===== config.mk =====
export PLATFORM = sky130hd
export DESIGN_NAME = ees_ram
export DESIGN_NICKNAME = d
export VERILOG_FILES = /design/src/rtl/core/ees_ram.sv
export SDC_FILE = /design/constraint.sdc
export NUM_CORES = 2
export LEC_CHECK = 0
export BUFFER_PORTS_ARGS = -buffer_cell sky130_fd_sc_hd__buf_2
export CORE_ASPECT_RATIO = 0.7
export CORE_MARGIN = 1
export CORE_UTILIZATION = 44
export CTS_BUF_LIST = sky130_fd_sc_hd__clkbuf_8
export CTS_CLUSTER_DIAMETER = 200
export DETAILED_ROUTE_END_ITERATION = 12
export SKIP_LAST_GASP = 1
export SYNTH_ARGS = -nofsm -noshare
export SYNTH_HDL_FRONTEND = slang
export SYNTH_SLANG_ARGS = --single-unit
export TNS_END_PERCENT = 5

===== constraint.sdc =====
create_clock -name aclk -period 5.13 [get_ports aclk]
set_input_delay 0.2565 -clock aclk [delete_from_list [all_inputs] [get_ports aclk]]
set_output_delay 0.2565 -clock aclk [all_outputs]
set_load 0.02 [all_outputs]

===== src/rtl/core/ees_ram.sv =====
// Generic single-write, single-read RAM with registered read data.
// No dependencies.
module ees_ram #(
    parameter int WIDTH = 49,
    parameter int DEPTH = 64
) (
    input  logic                     aclk,
    input  logic                     wr_en,
    input  logic [$clog2(DEPTH)-1:0] wr_addr,
    input  logic [WIDTH-1:0]         wr_data,
    input  logic [$clog2(DEPTH)-1:0] rd_addr,
    output logic [WIDTH-1:0]         rd_data
);

    logic [WIDTH-1:0] mem [DEPTH];
    logic [WIDTH-1:0] rd_data_reg;

    always_ff @(posedge aclk) begin
        if (wr_en) begin
            mem[wr_addr] <= wr_data;
        end
        rd_data_reg <= mem[rd_addr];
    end

    assign rd_data = rd_data_reg;

endmodule


==> impl_metrics.yaml <==
run_status:
  outcome: "completed"
die:
  start_util: 0.442
  dieWidth_um: 626
  core-area_um2: 271000
  rows: 160
  die_y_um: 439
  ios: 112
  die-area_um2: 275000
sta:
  rsz0062_at_grt: "false"
  period_needed_ns: 2.94
  period_share: 0.574
  skew_ns: 0.0627
  fmax_mhz: 340
  drv_slew: 0
  finalHoldViolations: 0
  slew_headroom: 0.0892
  tns_ns: 0
  setup_viol: 0
  tightestPinTransition_ns: 1.37
synthesis:
  synth_compound_area_frac: 0.0240
  synth_top_family_by_area: "multiplexers"
  synth-edff-count: 3136
  synth_seq_cells: 3185
  synthSimpleGateAreaFrac: 0.0231
  synth_cells: 5283
  ys_warn_count: 0
  ys.flop_type: "edfxtp_1"
  async_flop_share: 0
  netlist_area_um2: 120000
  synth_xor_area_frac: 0
  syn_area_per_cell_um2: 22.7
  synth_fa_ha_area_frac: 0
  ys_seq_area_frac: 0.793
  ys_types: 42
  syn_nets: 5346
  muxShareOfSynthArea: 0.147
route:
  viasPerCell: 6.20
  wirelength_mm: 344
  routedWlPerCell_um: 35.0
  vias: 60900
  drtPass1Iterations: 5
  drt_iter0_markers: 8434
  drc: 0
  ant_nets: 0
final_layout:
  nFillCells: 21700
  stdcell_area_um2: 135000
  fin_nets: 5862
  drive_gt1_frac: 0.274
  syn_to_final_growth_pct: 12.7
  largest_reg_flops: 3136
placed_design:
  place.gp.congestion: 0.818
  dpl_cell_area_um2: 126000
  io_buffers: 111
  dp_hpwl_mm: 187
clocking:
  htreeDepth: 5
  cts_tree: "done"
  cts_inserted_buffers: 456
  cts_buffer_depth: 4
  clkTransAtPathRegs_ns: 0.06
  cts_resized: 0
  cts_sinks: 3185
  clockRootBuffer: "clkbuf_8"
  postCtsSetupRepairBufs: 0
  ctsHoldBuffers: 50
  worstSkewPairLatency_ns: 1.06
grt:
  grt_max_degree: 108
  antenna_found_initial: 26
  grt_pass1_wl_mm: 477
  overflow: 0
  gr-usage-all-layers: 0.249
  grt_pass1_vias: 60300
setup_path:
  worstSetupPathType: "input port to flop"
  cp-end-kind: "flop"
  cp.arrival_ns: 3.65
  required_ns: 5.84
  startpoint_type: "input port"
  path_max_fanout: 21
job:
  cap_violations: 0
pwr:
  p_per_area_nw_per_um2: 373
  peakVddDrop_mv: 0.319
  leakagePower_nw: 42.2
hold_path:
  hold_path.class: "input port to flop"
## where the power goes
part	total [W]	switching (W)	internal, W
logic	0.00264	0.00174	0.000900
clock network	0.0189	0.00964	0.00923
registers	0.0289	0.000130	0.0288
## layout by cell type, fill, tap and decap left out, types with 64 or more instances in the layout
master	Yosys	layout
o221ai_1	78	78
a22oi_1	95	95
nand3_1	85	85
buf_4	39	154
nor2_4	0	64
mux2i_1	85	85
clkbuf_8	0	501
o22ai_1	85	85
clkinv_1	0	113
inv_1	0	168
nand2_1	184	180
edfxtp_1	3136	3136
nand4_1	81	81
mux4_2	743	743
buf_2	90	106
## routing by layer
metal / global-route usage / wire (µm) / up-vias
met5: 0 / 0 / -
met4: 0.0709 / 9530 / 0
met3: 0.0573 / 36600 / 527
met2: 0.369 / 154000 / 3578
met1: 0.372 / 145000 / 33100
li1: - / - / 23700
## cells in the mapped netlist, drive strengths merged, types with 3 or more instances
library cell	number	area, µm²
clkbuf	131	492
mux2i	85	851
nor2	88	330
a221oi	3	26.3
a22oi	95	713
and2	25	156
nor3	5	25.0
a311oi	23	201
nor4	8	50.1
mux4	743	16700
o22ai	85	532
nand4	81	507
and3	39	244
nand3	85	425
nand2b	12	75.1
or2	4	25.0
buf	176	1110
nand2	184	691
o221ai	78	683
o21ai	3	15.0
a21oi	51	255
dfxtp	49	981
nor2b	29	181
edfxtp	3136	94200
a211oi	41	308
a221o	7	70.1
## worst paths after layout
check              startpoint     endpoint  slack [ns]  depth (start not counted)
setup / recovery   wr_addr[1]  mem[59][45]        2.19                          6
hold / removal    wr_data[14]  mem[22][14]        0.09                          1
setup reg to reg  mem[27][43]  rd_data[43]        2.95                          5
hold reg to reg   mem[24][33]  rd_data[33]        0.82                          4
## final cells by class
| cell class | count | area (µm²) | share of cell area |
|---|---|---|---|
| flip-flops and latches | 3185 | 95200 | 0.704 |
| repair buffers | 365 | 3270 | 0.0242 |
| well taps | 3645 | 4560 | 0.0337 |
| multi-input cells | 1790 | 23800 | 0.176 |
| inverters | 1 | 6.26 | 0.0000463 |
| clock buffers | 500 | 6880 | 0.0509 |
| diodes | 8 | 20.0 | 0.000148 |
| clock inverters | 334 | 1540 | 0.0114 |
## logic make-up after synthesis
group	count (synthesis)
AOI/OAI and AO/OA	394
buffers and inverters	308
DFF	3185
muxes	828
and+or+nand+nor	568
## critical path, stage by stage
cell	delay (ns)
dlygate4sd3_1	0.67
buf_2	0.31
nor2b_1	0.21
nand3_1	0.55
nor2_4	1.20
buf_4	0.40
## per-stage QoR
stage	power, W	cells	hold WS, ns	setup WS [ns]	utilization
floorplan	0.0308	5283	0.355	0.518	-
global placement	0.0321	8936	0.700	1.66	0.465
detailed placement	0.0321	8936	0.710	1.68	0.465
CTS	0.0507	9820	0.000913	2.36	0.498
global route	0.0519	9825	0.0776	2.17	0.498
finish	0.0505	9828	0.0899	2.19	0.498
Power figures use the tool's default switching activity.
