File: src/rtl/core/ees_pkg.sv
// Shared types, widths and helpers for the element stiffness core.
// No dependencies; every other file in rtl/core but ees_ram imports this package.
package ees_pkg;

    localparam int GRAD_W    = 18;   // Q6.12 gradient
    localparam int WGT_W     = 18;   // Q6.12 weight
    localparam int CFG_W     = 32;   // widest register
    localparam int PROD_W    = 24;   // gradient product after truncation
    localparam int DOT_W     = 26;   // sum of three gradient products
    localparam int LM_W      = 45;   // lambda / mu term
    localparam int DTERM_W   = 47;   // dot term
    localparam int T_W       = 48;   // summed pair term before weighting
    localparam int PH_W      = 55;   // term times integer part of weight
    localparam int PL_W      = 49;   // term times fraction of weight, truncated
    localparam int CONTRIB_W = 56;   // weighted contribution
    localparam int ACC_W     = 48;   // Q36.12 accumulator
    localparam int SUM_W     = 58;   // accumulator plus contribution
    localparam int WORD_W    = ACC_W + 1;  // stored entry: flag and value

    // Register indexes
    localparam logic [1:0] REG_LAMBDA = 2'd0;
    localparam logic [1:0] REG_MU     = 2'd1;
    localparam logic [1:0] REG_DOFS   = 2'd2;
    localparam logic [1:0] REG_POINTS = 2'd3;

    // Component codes
    localparam logic [1:0] COMP_X = 2'd0;
    localparam logic [1:0] COMP_Y = 2'd1;
    localparam logic [1:0] COMP_Z = 2'd2;

    typedef struct packed {
        logic [1:0]               comp;
        logic signed [GRAD_W-1:0] gz;
        logic signed [GRAD_W-1:0] gy;
        logic signed [GRAD_W-1:0] gx;
    } dof_entry_t;

    typedef struct packed {
        logic load;
        logic shift;
    } cell_ctrl_t;

    // Gradient entry selected by a component code; codes past the
    // dimension read as zero.
    function automatic logic signed [GRAD_W-1:0] grad_at(dof_entry_t e, logic [1:0] c,
                                                         int dim);
        logic signed [GRAD_W-1:0] g;
        g = '0;
        case (c)
            COMP_X: g = e.gx;
            COMP_Y: g = e.gy;
            COMP_Z: g = (dim >= 3) ? e.gz : '0;
            default: g = '0;
        endcase
        return g;
    endfunction

endpackage

File: src/rtl/core/ees_cell.sv
// One cell of the dof ring: holds one stored gradient and component.
// Depends on ees_pkg.
module ees_cell import ees_pkg::*; (
    input  logic       aclk,
    input  cell_ctrl_t ctrl,
    input  dof_entry_t load_data,
    input  dof_entry_t shift_in,
    output dof_entry_t data_out
);

    dof_entry_t data_reg;

    // Load has priority; hand on the neighbour's entry while the ring turns.
    always_ff @(posedge aclk) begin
        if (ctrl.load) begin
            data_reg <= load_data;
        end else if (ctrl.shift) begin
            data_reg <= shift_in;
        end
    end

    assign data_out = data_reg;

endmodule

File: config.mk
export PLATFORM = sky130hd
export DESIGN_NAME = ees_cell
export DESIGN_NICKNAME = d
export VERILOG_FILES = /design/src/rtl/core/ees_pkg.sv /design/src/rtl/core/ees_cell.sv
export SDC_FILE = /design/constraint.sdc
export NUM_CORES = 1
export LEC_CHECK = 0
export BUFFER_PORTS_ARGS = -buffer_cell sky130_fd_sc_hd__buf_2
export CORE_MARGIN = 2
export CORE_UTILIZATION = 41
export CTS_CLUSTER_SIZE = 20
export DETAILED_ROUTE_END_ITERATION = 6
export PLACE_DENSITY = 0.84
export SYNTH_ARGS = -nofsm -noshare
export SYNTH_HDL_FRONTEND = slang
export SYNTH_SLANG_ARGS = --single-unit
File: constraint.sdc
create_clock -name aclk -period 2.69 [get_ports aclk]
set_input_delay 0.538 -clock aclk [delete_from_list [all_inputs] [get_ports aclk]]
set_output_delay 0.538 -clock aclk [all_outputs]
set_load 0.03 [all_outputs]
==> results.yml <==
timing:
  final_max_slew_viol_count: 0
  fmax_mhz: 693
  fin_crit_ps: 1440
  hold_viol_final: 0
  setup_tns_ps: 0
  fin_crit_sh_pct: 53.6
  rsz0062_at_grt: "false"
  setup_viol: 0
  maxSlewHeadroom_pct: 72.8
  worst_pin_slew_ps: 408
synthesis:
  postSynthCellCount: 119
  yosysWarnings: 0
  syn-num-nets: 234
  synth_top_area_cell: "edfxtp_1"
  netlist_area_um2: 2480
  ys_seq_area_share_pct: 67.7
  synth_cell_types: 6
  synth.area.top_cells: "edfxtp_1, mux2_4, mux2_2, buf_6, buf_2"
  yosysTopAreaCellShare_pct: 67.7
  ys_ff_latch: 56
  syn_avg_cell_area_um2: 20.9
routing:
  wl_mm: 5.94
  ant_nets: 0
  routedWlPerCell_um: 16.1
  num_vias: 1764
  routed_via_density: 4.78
  drc: 0
  dr.pass1.iters: 4
  drt_iter0_drc: 81
run:
  max_cap_violations: 0
grt:
  overflow: 0
  grt_max_degree: 57
  grt_pass1_wl_mm: 7.81
  grt_pass1_vias: 1627
  track_usage_pct: 16.4
  grt_antenna_before_repair: 1
cts:
  cts_tree: "built"
  htreeDepth: 2
  postCtsSetupBuffers: 0
  postCtsResizedCells: 0
  clk_pin_slew_ps: 100
  clockRootBuffer: "clkbuf_8"
  holdBufCountCts: 0
  clockBufferDepth: 2
  cts_inserted_buffers: 5
  clock-sinks: 56
place:
  portBuffers: 170
  hpwlAfterDp_mm: 4.67
  place_congestion: 0.710
worst_setup_path:
  endpoint: "data_out[46]"
  cp.buffers_inverters: 1
  cp.arrival_ps: 900
  cp-startpoint: "data_out[46]$_DFFE_PP_"
  cpLargestDelayFamily: "flip-flops"
  cp_slowest_stage_delay_ps: 410
  crit_cells: 1
  slowest_stage: "edfxtp_1"
  crit_chain: "buf_2"
  crit_path_max_fanout: 1
  cp.required_ps: 2150
  cp-end-kind: "primary output"
  startpoint_type: "flop"
  crit_type: "flop to primary output"
die:
  core_um2: 5890
  initial_core_util_pct: 42.2
  die_h_um: 81.8
  std_cell_rows: 28
  die-area_um2: 6690
  die_w_um: 81.8
  ios: 171
worst_hold_path:
  hold_class: "input port to flop"
  hold_start: "shift_in[24]"
cells_and_area:
  finalNetCount: 407
  drive_gt1_share_pct: 80.5
  largest_register_ffs: 56
  fillers: 471
  area_growth_syn_to_layout_pct: 41.1
  fin_util_pct: 59.5
pwr:
  leakagePower_nw: 1.65
  vdd_drop_max_v: 0.000268
  p_per_area_nw_per_um2: 587
run_status:
  status: "finished clean"
## metal layers
metal | global-route usage [%] | wire (um)
met1 | 15.7 | 1910
met2 | 31.5 | 3270
met3 | 5.60 | 690
met4 | 7.00 | 80
met5 | 0 | 0
## area by class of cell
type                    instances  area, um^2  area share [%]
clock inverters                 2        16.3           0.464
repair buffers                172         891            25.4
multi-input cells              57         746            21.3
flip-flops and latches         56        1680            48.0
well taps                      75        93.8            2.68
clock buffers                   6        72.6            2.07
diodes                          1        2.50          0.0714
## layout by cell type (no fill, tap or decap)
| master | Yosys | layout |
|---|---|---|
| clkinv_4 | 0 | 1 |
| mux2_4 | 29 | 29 |
| clkinvlp_4 | 0 | 1 |
| clkbuf_8 | 0 | 5 |
| mux2_2 | 27 | 27 |
| diode_2 | 0 | 1 |
| or2_2 | 0 | 1 |
| edfxtp_1 | 56 | 56 |
| buf_2 | 2 | 170 |
| buf_12 | 0 | 2 |
| clkbuf_1 | 0 | 1 |
## where the power goes
part | total [mW] | switching [mW] | leakage [nW] | internal, mW
combinational | 0.510 | 0.305 | 1.03 | 0.205
clock | 0.452 | 0.266 | 0.0414 | 0.186
sequential | 1.09 | 0.0226 | 0.571 | 1.07
## cell usage after synthesis
cell type	instances
buf_2	2
buf_6	4
edfxtp_1	56
mux2_2	27
mux2_4	29
or2_1	1
## cell families (layout without fill, tap and decap cells)
family / Yosys count / count (layout) / synth area share [%]
buf+inv: 6 / 180 / 2.22
flops: 56 / 56 / 67.7
mux: 56 / 56 / 29.8
other cells: 0 / 1 / 0
simple gates: 1 / 1 / 0.252
## per-stage QoR
step	worst slack, ps	total power, mW	cell area, um^2	hold slack [ps]	instances
floorplan	164	1.44	2480	755	119
global placement	1010	1.61	3410	839	360
global route	1220	2.14	3500	512	369
finish	1250	2.05	3500	527	369
CTS	1240	2.07	3500	519	368
detailed placement	983	1.63	3410	841	360
## how the worst min path moves through the flow
| stage | endpoint | depth (start not counted) |
|---|---|---|
| floorplan | data_out[24]$_DFFE_PP_ | 1 |
| global placement | data_out[38]$_DFFE_PP_ | 2 |
| detailed placement | data_out[39]$_DFFE_PP_ | 2 |
| CTS | data_out[32]$_DFFE_PP_ | 2 |
| global route | data_out[38]$_DFFE_PP_ | 2 |
| finish | data_out[24]$_DFFE_PP_ | 2 |
Note: power is estimated with default switching activity, not from simulation.
